--- src/sv/pmg_pkg.sv ---
package pmg_pkg;

    // Width of the internal cursor coordinates.
    localparam int COORD_BITS = 11;
    localparam int LIMIT_BITS = 11;
    localparam int DELAY_BITS = 16;
    localparam int BAR_BITS   = 8;
    localparam int TICK_BITS  = 32;
    localparam int CFG_BITS   = 16;
    localparam int CFG_IDX_BITS = 2;

    // Signed working width for position sums, clamps and compares.
    localparam int SUM_W = ((COORD_BITS > LIMIT_BITS) ? COORD_BITS : LIMIT_BITS) + 2;

    localparam logic [COORD_BITS-1:0] COORD_MAX = {COORD_BITS{1'b1}};

    localparam logic [LIMIT_BITS-1:0] X_LIMIT_RESET = LIMIT_BITS'(790);
    localparam logic [LIMIT_BITS-1:0] Y_LIMIT_RESET = LIMIT_BITS'(590);
    localparam logic [DELAY_BITS-1:0] DELAY_RESET   = DELAY_BITS'(20);
    localparam logic [BAR_BITS-1:0]   BAR_RESET     = BAR_BITS'(20);
    localparam logic [TICK_BITS-1:0]  LAST_CLICK_RESET = TICK_BITS'(32'hFFFF_FFEC);

    // Header byte bits.
    localparam int HDR_LEFT  = 0;
    localparam int HDR_RIGHT = 1;
    localparam int HDR_ZERO  = 2;
    localparam int HDR_ONE   = 3;
    localparam int HDR_XNEG  = 4;
    localparam int HDR_YNEG  = 5;

    localparam logic [7:0] BIG_POS_BYTE = 8'd127;  // +127
    localparam logic [7:0] BIG_NEG_BYTE = 8'd129;  // low byte of -127 as a nine-bit value

    typedef enum logic [CFG_IDX_BITS-1:0] {
        CFG_X_LIMIT   = 2'd0,
        CFG_Y_LIMIT   = 2'd1,
        CFG_DC_DELAY  = 2'd2,
        CFG_BAR_HEIGHT = 2'd3
    } cfg_index_t;

    typedef enum logic [2:0] {
        KIND_MOVE   = 3'd0,
        KIND_LEFT   = 3'd1,
        KIND_RIGHT  = 3'd2,
        KIND_DOUBLE = 3'd3,
        KIND_DRAG   = 3'd4,
        KIND_NONE   = 3'd5
    } kind_t;

    typedef struct packed {
        logic [LIMIT_BITS-1:0] x_limit;
        logic [LIMIT_BITS-1:0] y_limit;
        logic [DELAY_BITS-1:0] dc_delay;
        logic [BAR_BITS-1:0]   bar_height;
    } cfg_t;

    // One command from the framing side to the position and button side.
    typedef struct packed {
        logic                  is_y;
        logic                  neg;
        logic [7:0]            move;
        logic                  left;
        logic                  right;
        logic [TICK_BITS-1:0]  tick;
        logic [LIMIT_BITS-1:0] top;
    } cmd_t;

    // Clamp a signed sum to 0..limit, the limit saturated to the coordinate range.
    function automatic logic [COORD_BITS-1:0] clamp_pos(
        input logic signed [SUM_W-1:0] v,
        input logic [LIMIT_BITS-1:0]   lim
    );
        logic signed [SUM_W-1:0] lim_ext;
        logic signed [SUM_W-1:0] max_ext;
        logic signed [SUM_W-1:0] res;
        lim_ext = $signed({{(SUM_W-LIMIT_BITS){1'b0}}, lim});
        max_ext = $signed({{(SUM_W-COORD_BITS){1'b0}}, COORD_MAX});
        if (lim_ext > max_ext)
            lim_ext = max_ext;
        if (v < 0)
            res = '0;
        else if (v > lim_ext)
            res = lim_ext;
        else
            res = v;
        return res[COORD_BITS-1:0];
    endfunction

    // Cursor position as seen on the output fields.
    function automatic logic [LIMIT_BITS-1:0] to_field(input logic [COORD_BITS-1:0] p);
        logic [SUM_W-1:0] tmp;
        tmp = {{(SUM_W-COORD_BITS){1'b0}}, p};
        return tmp[LIMIT_BITS-1:0];
    endfunction

endpackage

--- src/sv/ps2_mouse_gesture_decoder_top.sv ---
// PS/2 mouse packet decoder with click, double click and title bar drag detection.
//
// Input channel: one beat per controller read, carrying data_ready, data_byte,
// the current tick count and the top edge of the window under the cursor. A
// beat moves when in_valid is high and in_stall is low. Three data beats
// (header, X move, Y move) make one packet; reads without data resynchronize
// to the header, and the first data byte after reset is thrown away unless such
// a read came first. Output channel: one beat per completed packet, unless the
// packet held a large move, carrying the message kind and the clamped cursor
// position. A beat moves when out_valid is high and out_stall is low.
// Throughput is one input beat per cycle while the queue has room: the framing
// logic hands X and Y bytes through a two-entry queue to the position and
// button logic, which retires one entry per cycle unless a Y entry waits for
// the output register. A Y byte's result goes via the queue to that register.
// When out_stall holds, the finished beat waits there; X bytes keep draining,
// and once the queue fills in_stall rises. Reset clears the framing phase, the
// queue, the button state and the cursor and loads the register defaults; the
// user must write configuration only while idle; the block does not enforce it.
module ps2_mouse_gesture_decoder_top (
    input  logic                          clk,
    input  logic                          rst_n,
    input  logic                          in_valid,
    output logic                          in_stall,
    input  logic                          data_ready,
    input  logic [7:0]                    data_byte,
    input  logic [31:0]                   tick_now,
    input  logic [10:0]                   window_top_y,
    output logic                          out_valid,
    input  logic                          out_stall,
    output logic [2:0]                    message_kind,
    output logic [10:0]                   cursor_x,
    output logic [10:0]                   cursor_y,
    input  logic                          cfg_write,
    input  logic [1:0]                    cfg_index,
    input  logic [pmg_pkg::CFG_BITS-1:0]  cfg_data
);
    import pmg_pkg::*;

    cfg_t cfg_reg, cfg_next;
    logic queue_full;
    logic push;
    cmd_t push_cmd;
    logic pop;
    logic head_valid;
    cmd_t head_cmd;

    // The front stalls only when the queue has no room.
    assign in_stall = queue_full;

    // Configuration registers; each write takes the low bits of the data word.
    always_comb
    begin
        cfg_next = cfg_reg;
        if (cfg_write) begin
            unique case (cfg_index_t'(cfg_index))
                CFG_X_LIMIT:    cfg_next.x_limit    = cfg_data[LIMIT_BITS-1:0];
                CFG_Y_LIMIT:    cfg_next.y_limit    = cfg_data[LIMIT_BITS-1:0];
                CFG_DC_DELAY:   cfg_next.dc_delay   = cfg_data[DELAY_BITS-1:0];
                CFG_BAR_HEIGHT: cfg_next.bar_height = cfg_data[BAR_BITS-1:0];
                default:        cfg_next = cfg_reg;
            endcase
        end
    end

    always_ff @(posedge clk or negedge rst_n)
    begin
        if (!rst_n) begin
            cfg_reg.x_limit    <= X_LIMIT_RESET;
            cfg_reg.y_limit    <= Y_LIMIT_RESET;
            cfg_reg.dc_delay   <= DELAY_RESET;
            cfg_reg.bar_height <= BAR_RESET;
        end else begin
            cfg_reg <= cfg_next;
        end
    end

    // Framing: phase tracking, header checks and header bit capture.
    pmg_front u_front (
        .clk          (clk),
        .rst_n        (rst_n),
        .in_valid     (in_valid),
        .queue_full   (queue_full),
        .data_ready   (data_ready),
        .data_byte    (data_byte),
        .tick_now     (tick_now),
        .window_top_y (window_top_y),
        .push         (push),
        .cmd          (push_cmd)
    );

    pmg_queue u_queue (
        .clk        (clk),
        .rst_n      (rst_n),
        .push       (push),
        .push_cmd   (push_cmd),
        .pop        (pop),
        .full       (queue_full),
        .head_valid (head_valid),
        .head_cmd   (head_cmd)
    );

    // Cursor update, button tracking and the output register.
    pmg_back u_back (
        .clk          (clk),
        .rst_n        (rst_n),
        .cfg          (cfg_reg),
        .head_valid   (head_valid),
        .head_cmd     (head_cmd),
        .pop          (pop),
        .out_valid    (out_valid),
        .out_stall    (out_stall),
        .message_kind (message_kind),
        .cursor_x     (cursor_x),
        .cursor_y     (cursor_y)
    );

endmodule

--- src/sv/pmg_front.sv ---
module pmg_front (
    input  logic          clk,
    input  logic          rst_n,
    input  logic          in_valid,
    input  logic          queue_full,
    input  logic          data_ready,
    input  logic [7:0]    data_byte,
    input  logic [31:0]   tick_now,
    input  logic [10:0]   window_top_y,
    output logic          push,
    output pmg_pkg::cmd_t cmd
);
    import pmg_pkg::*;

    typedef enum logic [3:0] {
        PH_DISCARD = 4'b0001,
        PH_HEADER  = 4'b0010,
        PH_X       = 4'b0100,
        PH_Y       = 4'b1000
    } phase_t;

    phase_t phase_reg, phase_next;
    logic   left_reg, left_next;
    logic   right_reg, right_next;
    logic   xneg_reg, xneg_next;
    logic   yneg_reg, yneg_next;
    logic   accept;
    logic   header_ok;

    assign accept    = in_valid && !queue_full;
    assign header_ok = data_byte[HDR_ONE] && !data_byte[HDR_ZERO];

    always_comb
    begin
        phase_next = phase_reg;
        left_next  = left_reg;
        right_next = right_reg;
        xneg_next  = xneg_reg;
        yneg_next  = yneg_reg;
        push       = 1'b0;
        if (accept) begin
            if (!data_ready) begin
                phase_next = PH_HEADER;
            end else begin
                unique case (phase_reg)
                    PH_DISCARD: phase_next = PH_HEADER;
                    PH_HEADER:
                    begin
                        if (header_ok) begin
                            left_next  = data_byte[HDR_LEFT];
                            right_next = data_byte[HDR_RIGHT];
                            xneg_next  = data_byte[HDR_XNEG];
                            yneg_next  = data_byte[HDR_YNEG];
                            phase_next = PH_X;
                        end
                    end
                    PH_X:
                    begin
                        push       = 1'b1;
                        phase_next = PH_Y;
                    end
                    PH_Y:
                    begin
                        push       = 1'b1;
                        phase_next = PH_HEADER;
                    end
                    default: phase_next = PH_HEADER;
                endcase
            end
        end
    end

    always_comb
    begin
        cmd.is_y  = (phase_reg == PH_Y);
        cmd.neg   = (phase_reg == PH_Y) ? yneg_reg : xneg_reg;
        cmd.move  = data_byte;
        cmd.left  = left_reg;
        cmd.right = right_reg;
        cmd.tick  = tick_now;
        cmd.top   = window_top_y;
    end

    always_ff @(posedge clk or negedge rst_n)
    begin
        if (!rst_n) begin
            phase_reg <= PH_DISCARD;
            left_reg  <= 1'b0;
            right_reg <= 1'b0;
            xneg_reg  <= 1'b0;
            yneg_reg  <= 1'b0;
        end else begin
            phase_reg <= phase_next;
            left_reg  <= left_next;
            right_reg <= right_next;
            xneg_reg  <= xneg_next;
            yneg_reg  <= yneg_next;
        end
    end

endmodule

--- src/sv/pmg_queue.sv ---
module pmg_queue (
    input  logic          clk,
    input  logic          rst_n,
    input  logic          push,
    input  pmg_pkg::cmd_t push_cmd,
    input  logic          pop,
    output logic          full,
    output logic          head_valid,
    output pmg_pkg::cmd_t head_cmd
);
    import pmg_pkg::*;

    cmd_t       entry_reg [2];
    logic       wr_ptr_reg, wr_ptr_next;
    logic       rd_ptr_reg, rd_ptr_next;
    logic [1:0] count_reg, count_next;
    logic       do_push;
    logic       do_pop;

    assign full       = (count_reg == 2'd2);
    assign head_valid = (count_reg != 2'd0);
    assign head_cmd   = entry_reg[rd_ptr_reg];
    assign do_push    = push && !full;
    assign do_pop     = pop && head_valid;

    always_comb
    begin
        wr_ptr_next = wr_ptr_reg ^ do_push;
        rd_ptr_next = rd_ptr_reg ^ do_pop;
        count_next  = count_reg + {1'b0, do_push} - {1'b0, do_pop};
    end

    always_ff @(posedge clk)
    begin
        if (do_push)
            entry_reg[wr_ptr_reg] <= push_cmd;
    end

    always_ff @(posedge clk or negedge rst_n)
    begin
        if (!rst_n) begin
            wr_ptr_reg <= 1'b0;
            rd_ptr_reg <= 1'b0;
            count_reg  <= 2'd0;
        end else begin
            wr_ptr_reg <= wr_ptr_next;
            rd_ptr_reg <= rd_ptr_next;
            count_reg  <= count_next;
        end
    end

endmodule

--- src/sv/pmg_back.sv ---
module pmg_back (
    input  logic          clk,
    input  logic          rst_n,
    input  pmg_pkg::cfg_t cfg,
    input  logic          head_valid,
    input  pmg_pkg::cmd_t head_cmd,
    output logic          pop,
    output logic          out_valid,
    input  logic          out_stall,
    output logic [2:0]    message_kind,
    output logic [10:0]   cursor_x,
    output logic [10:0]   cursor_y
);
    import pmg_pkg::*;

    logic [COORD_BITS-1:0] pos_x_reg, pos_x_next;
    logic [COORD_BITS-1:0] pos_y_reg, pos_y_next;
    logic                  xbig_reg, xbig_next;
    logic                  lheld_reg, lheld_next;
    logic                  rheld_reg, rheld_next;
    logic                  drag_reg, drag_next;
    logic [TICK_BITS-1:0]  last_reg, last_next;
    logic                  ovalid_reg, ovalid_next;
    kind_t                 kind_reg, kind_next;
    logic [LIMIT_BITS-1:0] cx_reg, cx_next;
    logic [LIMIT_BITS-1:0] cy_reg, cy_next;

    logic signed [SUM_W-1:0] delta;
    logic signed [SUM_W-1:0] sum_x;
    logic signed [SUM_W-1:0] sum_y;
    logic [COORD_BITS-1:0]   new_y;
    logic                    big;
    logic [TICK_BITS-1:0]    diff;
    logic                    later;
    logic [SUM_W-1:0]        bar_edge;
    logic [SUM_W-1:0]        new_y_ext;
    kind_t                   kind;
    logic                    slot_free;

    assign slot_free = !ovalid_reg || !out_stall;
    assign pop       = head_valid && (!head_cmd.is_y || slot_free);

    always_comb
    begin
        delta = $signed({{(SUM_W-9){head_cmd.neg}}, head_cmd.neg, head_cmd.move});
        big   = (!head_cmd.neg && head_cmd.move == BIG_POS_BYTE)
             || (head_cmd.neg && head_cmd.move == BIG_NEG_BYTE);
        sum_x = $signed({{(SUM_W-COORD_BITS){1'b0}}, pos_x_reg}) + delta;
        sum_y = $signed({{(SUM_W-COORD_BITS){1'b0}}, pos_y_reg}) - delta;
        new_y = clamp_pos(sum_y, cfg.y_limit);
        diff  = head_cmd.tick - last_reg;
        later = !diff[TICK_BITS-1]
             && (diff > {{(TICK_BITS-DELAY_BITS){1'b0}}, cfg.dc_delay});
        bar_edge  = {{(SUM_W-LIMIT_BITS){1'b0}}, head_cmd.top}
                  + {{(SUM_W-BAR_BITS){1'b0}}, cfg.bar_height};
        new_y_ext = {{(SUM_W-COORD_BITS){1'b0}}, new_y};
    end

    always_comb
    begin
        pos_x_next  = pos_x_reg;
        pos_y_next  = pos_y_reg;
        xbig_next   = xbig_reg;
        lheld_next  = lheld_reg;
        rheld_next  = rheld_reg;
        drag_next   = drag_reg;
        last_next   = last_reg;
        kind_next   = kind_reg;
        cx_next     = cx_reg;
        cy_next     = cy_reg;
        ovalid_next = ovalid_reg && out_stall;
        kind        = KIND_MOVE;
        if (pop) begin
            if (!head_cmd.is_y) begin
                pos_x_next = clamp_pos(sum_x, cfg.x_limit);
                xbig_next  = big;
            end else begin
                pos_y_next = new_y;
                if (!lheld_reg && !rheld_reg) begin
                    if (head_cmd.left)
                        lheld_next = 1'b1;
                    else if (head_cmd.right)
                        rheld_next = 1'b1;
                end else if (lheld_reg) begin
                    if (!head_cmd.left) begin
                        if (drag_reg) begin
                            kind      = KIND_NONE;
                            drag_next = 1'b0;
                        end else if (later) begin
                            kind      = KIND_LEFT;
                            last_next = head_cmd.tick;
                        end else begin
                            kind      = KIND_DOUBLE;
                            last_next = {TICK_BITS{1'b0}}
                                      - {{(TICK_BITS-DELAY_BITS){1'b0}}, cfg.dc_delay};
                        end
                        lheld_next = 1'b0;
                    end else if (new_y_ext < bar_edge) begin
                        kind      = KIND_DRAG;
                        drag_next = 1'b1;
                    end
                end else if (!head_cmd.right) begin
                    kind       = KIND_RIGHT;
                    rheld_next = 1'b0;
                end
                // A large move on either axis still updates state but sends nothing.
                if (!xbig_reg && !big) begin
                    ovalid_next = 1'b1;
                    kind_next   = kind;
                    cx_next     = to_field(pos_x_reg);
                    cy_next     = to_field(new_y);
                end
            end
        end
    end

    assign out_valid    = ovalid_reg;
    assign message_kind = kind_reg;
    assign cursor_x     = cx_reg;
    assign cursor_y     = cy_reg;

    always_ff @(posedge clk)
    begin
        kind_reg <= kind_next;
        cx_reg   <= cx_next;
        cy_reg   <= cy_next;
    end

    always_ff @(posedge clk or negedge rst_n)
    begin
        if (!rst_n) begin
            pos_x_reg  <= '0;
            pos_y_reg  <= '0;
            xbig_reg   <= 1'b0;
            lheld_reg  <= 1'b0;
            rheld_reg  <= 1'b0;
            drag_reg   <= 1'b0;
            last_reg   <= LAST_CLICK_RESET;
            ovalid_reg <= 1'b0;
        end else begin
            pos_x_reg  <= pos_x_next;
            pos_y_reg  <= pos_y_next;
            xbig_reg   <= xbig_next;
            lheld_reg  <= lheld_next;
            rheld_reg  <= rheld_next;
            drag_reg   <= drag_next;
            last_reg   <= last_next;
            ovalid_reg <= ovalid_next;
        end
    end

endmodule

--- config.mk ---
export PLATFORM = sky130hd
export DESIGN_NAME = ps2_mouse_gesture_decoder_top
export DESIGN_NICKNAME = d
export VERILOG_FILES = /design/src/sv/pmg_pkg.sv /design/src/sv/ps2_mouse_gesture_decoder_top.sv /design/src/sv/pmg_front.sv /design/src/sv/pmg_queue.sv /design/src/sv/pmg_back.sv
export SDC_FILE = /design/constraint.sdc
export NUM_CORES = 1
export LEC_CHECK = 0
export BUFFER_PORTS_ARGS = -buffer_cell sky130_fd_sc_hd__buf_2
export CORE_MARGIN = 2
export CORE_UTILIZATION = 40
export DETAILED_ROUTE_END_ITERATION = 10
export GPL_ROUTABILITY_DRIVEN = 1
export PLACE_DENSITY = 0.65
export REMOVE_ABC_BUFFERS = 1
export SETUP_SLACK_MARGIN = 0.1
export SKIP_LAST_GASP = 1
export SYNTH_ARGS = -nofsm -noshare
export SYNTH_HDL_FRONTEND = slang
export SYNTH_SLANG_ARGS = --single-unit
--- constraint.sdc ---
create_clock -name clk -period 8.9 [get_ports clk]
set_clock_uncertainty 0.15 [all_clocks]
set_input_delay 0.89 -clock clk [delete_from_list [all_inputs] [get_ports clk]]
set_output_delay 0.89 -clock clk [all_outputs]
set_load 0.01 [all_outputs]
Yosys cells after proc, flatten, opt, wreduce, memory -nomap -nowiden
Memories as Yosys holds them, arrays and structs flattened.
Cells that the tools add are included.
{"block": "totals", "reg_bits": 142, "mem_bits_rw": 110, "elab_cells": 134, "n_memories": 1}
{"block": "op_classes", "n_addsub": 7, "magnitude_cmp": 6, "eq_ne": 16, "n_mux": 34, "bitwise_logic": 6, "n_reduce_logical": 41}
{"name": "u_queue.entry_reg", "words": 2, "width": 55, "read_ports": 1, "rd_clocked_by_memory_dff": 0, "wr": 1, "line": "pmg_queue.sv:13", "source": "cmd_t entry_reg [2];"}
{"cell": "2-to-1 mux 11 bit", "n": 4}
{"cell": "greater-than comparator 32 x 16 -> 1 bit", "n": 1}
{"cell": "2-to-1 mux 32 bit", "n": 1}
{"cell": "subtractor 32 bit", "n": 1}
{"cell": "greater-than comparator 13 x 12 -> 1 bit", "n": 2}
{"cell": "less-than comparator 13 x 1 -> 1 bit (second input constant)", "n": 2}
{"cell": "2-to-1 mux 1 bit", "n": 20}
{"cell": "subtractor 1 x 16 -> 17 bit (first input constant)", "n": 1}
{"cell": "AND reduction 2 bit", "n": 7}
{"cell": "adder 12 x 9 -> 13 bit", "n": 1}
{"cell": "less-than comparator 11 x 13 -> 1 bit", "n": 1}
{"cell": "subtractor 12 x 9 -> 13 bit", "n": 1}
{"cell": "adder 11 x 8 -> 12 bit", "n": 1}
{"cell": "2-to-1 mux 3 bit", "n": 4}
{"cell": "AND reduction 6 bit", "n": 2}
{"cell": "logical AND 1 bit", "n": 11}
{"cell": "logical NOT 1 bit", "n": 11}
{"cell": "== test 8 x 7 -> 1 bit (second input constant)", "n": 1}
{"cell": "== test 8 bit (second input constant)", "n": 1}
{"cell": "2-to-1 mux 4 bit", "n": 2}
{"cell": "inequality test 2 bit (second input constant)", "n": 4}
{"cell": "case mux 4 bit (2 select lines)", "n": 1}
{"cell": "== test 2 bit (second input constant)", "n": 3}
{"cell": "AND reduction 3 bit", "n": 2}
{"cell": "other kinds (17)", "n": 25}

Depth between registers and ports, before layout
An unclocked memory read counts as a cell.
{"block": "logic_depth", "depth_word": 9, "mapped_depth": 30}

Modules after synthesis
From an unflattened synthesis, not the netlist that was laid out.
{"block": "hier_totals", "hier_cells": 1338, "hier_area_um2": 15262.1}
{"mod": "pmg_back", "n_inst": 1, "cells_per_inst": 966, "area_each_um2": 8290.5, "seq_area_each_um2": 2263.4}
{"mod": "pmg_queue", "n_inst": 1, "cells_per_inst": 191, "area_each_um2": 4355.4, "seq_area_each_um2": 3403.3}
{"mod": "ps2_mouse_gesture_decoder_top", "n_inst": 1, "cells_per_inst": 99, "area_each_um2": 1808.0, "seq_area_each_um2": 1168.6}
{"mod": "pmg_front", "n_inst": 1, "cells_per_inst": 82, "area_each_um2": 808.3, "seq_area_each_um2": 201.4}

Worst setup path after synthesis
OpenSTA, ideal clock, no wires.
{"block": "synth_timing", "path_type": "flip-flop to flip-flop", "from": "register u_queue.rd_ptr_reg", "to": "register u_back.kind_reg[2], in the netlist u_back.message_kind[2] (data pin)", "setup_ps": 167, "arrival_ps": 6062, "path_slack_ps": 2521, "path_stages_with_launch": 29, "path_buffers": 4, "cell_sequence": "dfrtp_1 clkbuf_1 buf_1 clkbuf_1 mux2_2 ha_1 fa_1 nor2b_1 o21ai_0 a21oi_1 o311a_1 o21ai_0 nand2b_1 xnor2_1 ha_1 a211oi_1 a31oi_1 nor2_1 clkbuf_1 a21oi_1 nor2_1 ha_1 a21o_1 a21o_1 a21oi_1 o21ai_0 a211oi_1 a211oi_1 a211oi_1"}
{"block": "synth_via", "elab_chain_cells": 9}
{"element": "start, declared", "line": "pmg_queue.sv:15", "source": "logic rd_ptr_reg, rd_ptr_next;"}
{"element": "start signal, assigned", "line": "pmg_queue.sv:47", "source": "rd_ptr_reg <= rd_ptr_next;"}
{"element": "memory read (2 x 55 bit) (*)"}
{"element": "subtractor 12 x 9 -> 13 bit (*)", "line": "pmg_back.sv:49", "source": "sum_y = $signed({{(SUM_W-COORD_BITS){1'b0}}, pos_y_reg}) - delta;"}
{"element": "greater-than comparator 13 x 12 -> 1 bit", "line": "pmg_pkg.sv:82", "source": "else if (v > lim_ext)"}
{"element": "2-to-1 mux 11 bit", "line": "pmg_pkg.sv:82"}
{"element": "2-to-1 mux 11 bit (*)", "line": "pmg_pkg.sv:80", "source": "if (v < 0)"}
{"element": "via u_back.new_y[6]", "line": "pmg_back.sv:31", "source": "logic [COORD_BITS-1:0] new_y;"}
{"element": "less-than comparator 11 x 13 -> 1 bit (*)", "line": "pmg_back.sv:98", "source": "end else if (new_y_ext < bar_edge) begin"}
{"element": "2-to-1 mux 3 bit (*)", "line": "pmg_back.sv:98"}
{"element": "2-to-1 mux 3 bit (*)", "line": "pmg_back.sv:85", "source": "if (!head_cmd.left) begin"}
{"element": "2-to-1 mux 3 bit (*)", "line": "pmg_back.sv:84", "source": "end else if (lheld_reg) begin"}
{"element": "end signal, assigned", "line": "pmg_back.sv:124", "source": "kind_reg <= kind_next;"}
{"element": "end, declared", "line": "pmg_back.sv:24", "source": "kind_t kind_reg, kind_next;"}
Mark *: on every way through the listed nets, which the timed path passes. The rest lies on a longest branch.
A chain may end at the register's enable or synchronous reset.

Worst setup path in the final report
Same ends and word-level chain as after synthesis.

==> reports/results.tsv <==
stage	metric	value	unit
synth	avgSynthCellArea	10.93	um2
clocking	postCtsSetupBuffers	0	
synth	yosys.area_share.adder	0.1034	
timing	tns	0	ps
synth	ys_async_sr_fraction	0.4643	
worst_setup_path	reg2reg_setup_slack	2680	ps
drt	vias_per_cell	5.495	
synth	synth_compound_area_frac	0.1500	
timing	finalCritPeriodShare	0.6985	
worst_setup_path	end_kind	flip-flop	
synth	netlist_area	14940	um2
clocking	cts_max_level	1	
timing	max-slew-margin-rel	0.2090	
job	cap_violations	0	
synth	synth_top_family_by_area	compound AO/OA/AOI/OAI gates	
clocking	clkLatencyLatePin	580	ps
drt	totalWireLength	35690	um
die	core_area	36700	um2
pwr	powerDensity	366.0	nW/um2
die	die_w	197.2	um
timing	finalCriticalPeriod	6217	ps
pwr	ir_drop	0.1706	mV
drt	wl_per_cell	18.21	um
global_routing	grt_max_degree	77	
timing	tightest_slew	1180	ps
status	status	finished, final reports clean	
worst_setup_path	r2r_start	u_queue.rd_ptr_reg$_DFF_PN0_	
global_routing	grt_overflow	0	
synth	synth_edf_count	135	
clocking	cts_resized	0	
pwr	design_power_total	6215	uW
drt	ant_nets	0	
timing	rsz0062_at_grt	false	
clocking	cts_root_buf	clkbuf_16	
worst_setup_path	cpPeakStageDelay	420	ps
worst_setup_path	startpoint	u_queue.rd_ptr_reg$_DFF_PN0_	
global_routing	grtUsageTotal	0.1834	
clocking	cts-buffers-inserted	28	
clocking	clock_sinks	252	
worst_setup_path	reg2regPathDepth	28	
die	rows	70	
clocking	cts.reportedPaths.clkPinSlew	60	ps
worst_hold_path	hold_class	in -> async	
drt	vias	10770	
die	die_y	197.2	um
synth	ys_ff_latch	252	
die	ios	102	
synth	synth-simple-area-share	0.1113	
worst_setup_path	start_kind	flip-flop	
synth	synthMuxAreaShare	0.08654	
final_layout	largest_reg_flops	110	
drt	post-route-drc-count	0	
synth	synth-xor-area-share	0.03694	
synth	syn_inst	1366	
final_layout	drive_above_1_share	0.2388	
pwr	power.leakage	0.007148	uW
worst_setup_path	critPathCapture	u_back.message_kind[2]$_SDFFCE_PP0P_	
synth	ys_types	81	
final_layout	final_nets	1665	
synth	seq_area_frac_synth	0.4711	
placement	port_buffers	101	
clocking	hold_buffers	0	
synth	ys.flop_type	edfxtp_1	
timing	maxSlewViolCount	0	
synth	yosysWarningCount	0	
clocking	clockBufferDepth	3	
worst_setup_path	r2r-end	u_back.message_kind[2]$_SDFFCE_PP0P_	
worst_setup_path	cp_slowest_cell	mux2_2	
global_routing	antenna_found_initial	2	
global_routing	grt_pass1_vias	10650	
global_routing	grt_pass1_wl	56610	um
drt	drt-pass1-iter-count	7	
worst_setup_path	cp.arrival	6480	ps
worst_setup_path	worstPathMaxFanout	27	
drt	dr.first_iter.drc_count	619	
timing	hold_viol	0	
timing	fmax	160.9	MHz
placement	dp_hpwl	26280	um
die	initial_core_util	0.4070	
final_layout	area_growth	13.71	%
die	die_area	38900	um2
clocking	cts_tree	yes	
timing	setup_viol	0	
worst_setup_path	worst_ep_required_time	9160	ps
worst_setup_path	crit_type	reg -> reg	
placement	gp_congestion	0.8904	
-- layout make-up --
type                    instances  area, um2
clock buffers                  34      783.3
fillers                      3402      19720
multi-input cells             958       7318
well taps                     468      585.6
flip-flops and latches        252       7038
diodes                          1      2.502
inverters                     116      435.4
repair buffers                113      598.1
clock inverters                18      221.5
-- worst max-delay path, delay by kind of cell, from the launching register on --
family          cells  cell delay (ps)
flops               1              370
mux                 1              420
buf+inv             2              600
simple gates        6              600
fa+ha+maj           4             1280
xor+xnor            1               80
compound gates     14             2500
-- placed cells by master (no fill, tap or decap), types with 17 or more instances in the layout --
cell type | Yosys | routed
nand3_1 | 27 | 27
dfrtp_1 | 73 | 72
nand2_1 | 93 | 93
xnor2_1 | 46 | 45
inv_1 | 116 | 116
clkbuf_16 | 0 | 28
ha_1 | 117 | 115
buf_2 | 6 | 100
mux2i_1 | 17 | 17
xor2_1 | 17 | 17
edfxtp_1 | 135 | 135
nor2_1 | 92 | 92
nor3_1 | 34 | 32
o21ai_0 | 57 | 57
a21o_1 | 29 | 29
dfstp_2 | 44 | 44
mux2_2 | 89 | 89
a21oi_1 | 78 | 78
nand4_1 | 19 | 19
a211oi_1 | 18 | 18
-- layer usage --
layer / vias to the layer above / wire length (um) / global-route usage
met1: 5234 / 17360 / 0.2604
met2: 237 / 15900 / 0.2928
li1: 5253 / - / -
met5: - / 13 / 0
met3: 45 / 1752 / 0.02920
met4: 2 / 663 / 0.04651
-- where the power goes --
group          switching (uW)  internal (uW)
Clock                     494            744
Sequential                141           1530
Combinational            1950           1360
Total                    2580           3630
-- worst min-delay path by stage --
stage                                                    end  slack (ps)  depth (start not counted)
after floorplan           u_queue.entry_reg[0][43]$_DFFE_PP_         290                          0
after global placement    u_queue.entry_reg[1][43]$_DFFE_PP_         300                          0
after detailed placement  u_queue.entry_reg[1][43]$_DFFE_PP_         310                          0
after CTS                   u_front.phase_reg[1]$_DFFE_PN0P_         180                          1
after global routing        u_front.phase_reg[1]$_DFFE_PN0P_         190                          1
final                           u_queue.wr_ptr_reg$_DFF_PN0_         160                          1
-- synth_stat cells (all sizes together), types with 9 or more instances --
| cell type | count | area share |
|---|---|---|
| nor4 | 12 | 0.0060 |
| dfstp | 44 | 0.077 |
| ha | 117 | 0.098 |
| o31ai | 17 | 0.0089 |
| a211oi | 20 | 0.011 |
| clkbuf | 29 | 0.0073 |
| xor2 | 17 | 0.010 |
| a31oi | 11 | 0.0046 |
| nor3 | 34 | 0.011 |
| o21a | 12 | 0.0060 |
| o21bai | 9 | 0.0045 |
| o21ai | 60 | 0.020 |
| xnor2 | 46 | 0.027 |
| or2 | 9 | 0.0038 |
| a2111oi | 10 | 0.0075 |
| inv | 116 | 0.029 |
| nand3 | 28 | 0.010 |
| o221a | 15 | 0.011 |
| nand4 | 19 | 0.0080 |
| nor2b | 12 | 0.0050 |
| buf | 11 | 0.0043 |
| o311ai | 11 | 0.0065 |
| mux2 | 97 | 0.075 |
| a21o | 29 | 0.015 |
| dfrtp | 73 | 0.12 |
| nand2 | 94 | 0.024 |
| mux2i | 17 | 0.011 |
| edfxtp | 135 | 0.27 |
| nand2b | 10 | 0.0042 |
| a21oi | 79 | 0.027 |
| nor2 | 92 | 0.023 |
-- cells by family after synthesis --
logic type,after synthesis
muxes,114
AOI/OAI and AO/OA,318
xor gates and xnor gates,63
and+or+nand+nor,342
adders and majority gates,121
DFF,252
buffers and inverters,156
-- stage by stage --
step | instances | area, um2 | hold slack, ps | setup WS, ps | utilization
global route | 1959 | 16980 | 186.8 | 2082 | 0.4627
CTS | 1959 | 16980 | 178.5 | 2730 | 0.4627
finish | 1960 | 16980 | 163.0 | 2683 | 0.4628
floorplan | 1326 | 14760 | 286.6 | 2049 | -
detailed placement | 1907 | 15980 | 307.5 | 2754 | 0.4353
global placement | 1907 | 15980 | 300.4 | 2890 | 0.4353
(Power assumes the default switching activity.)
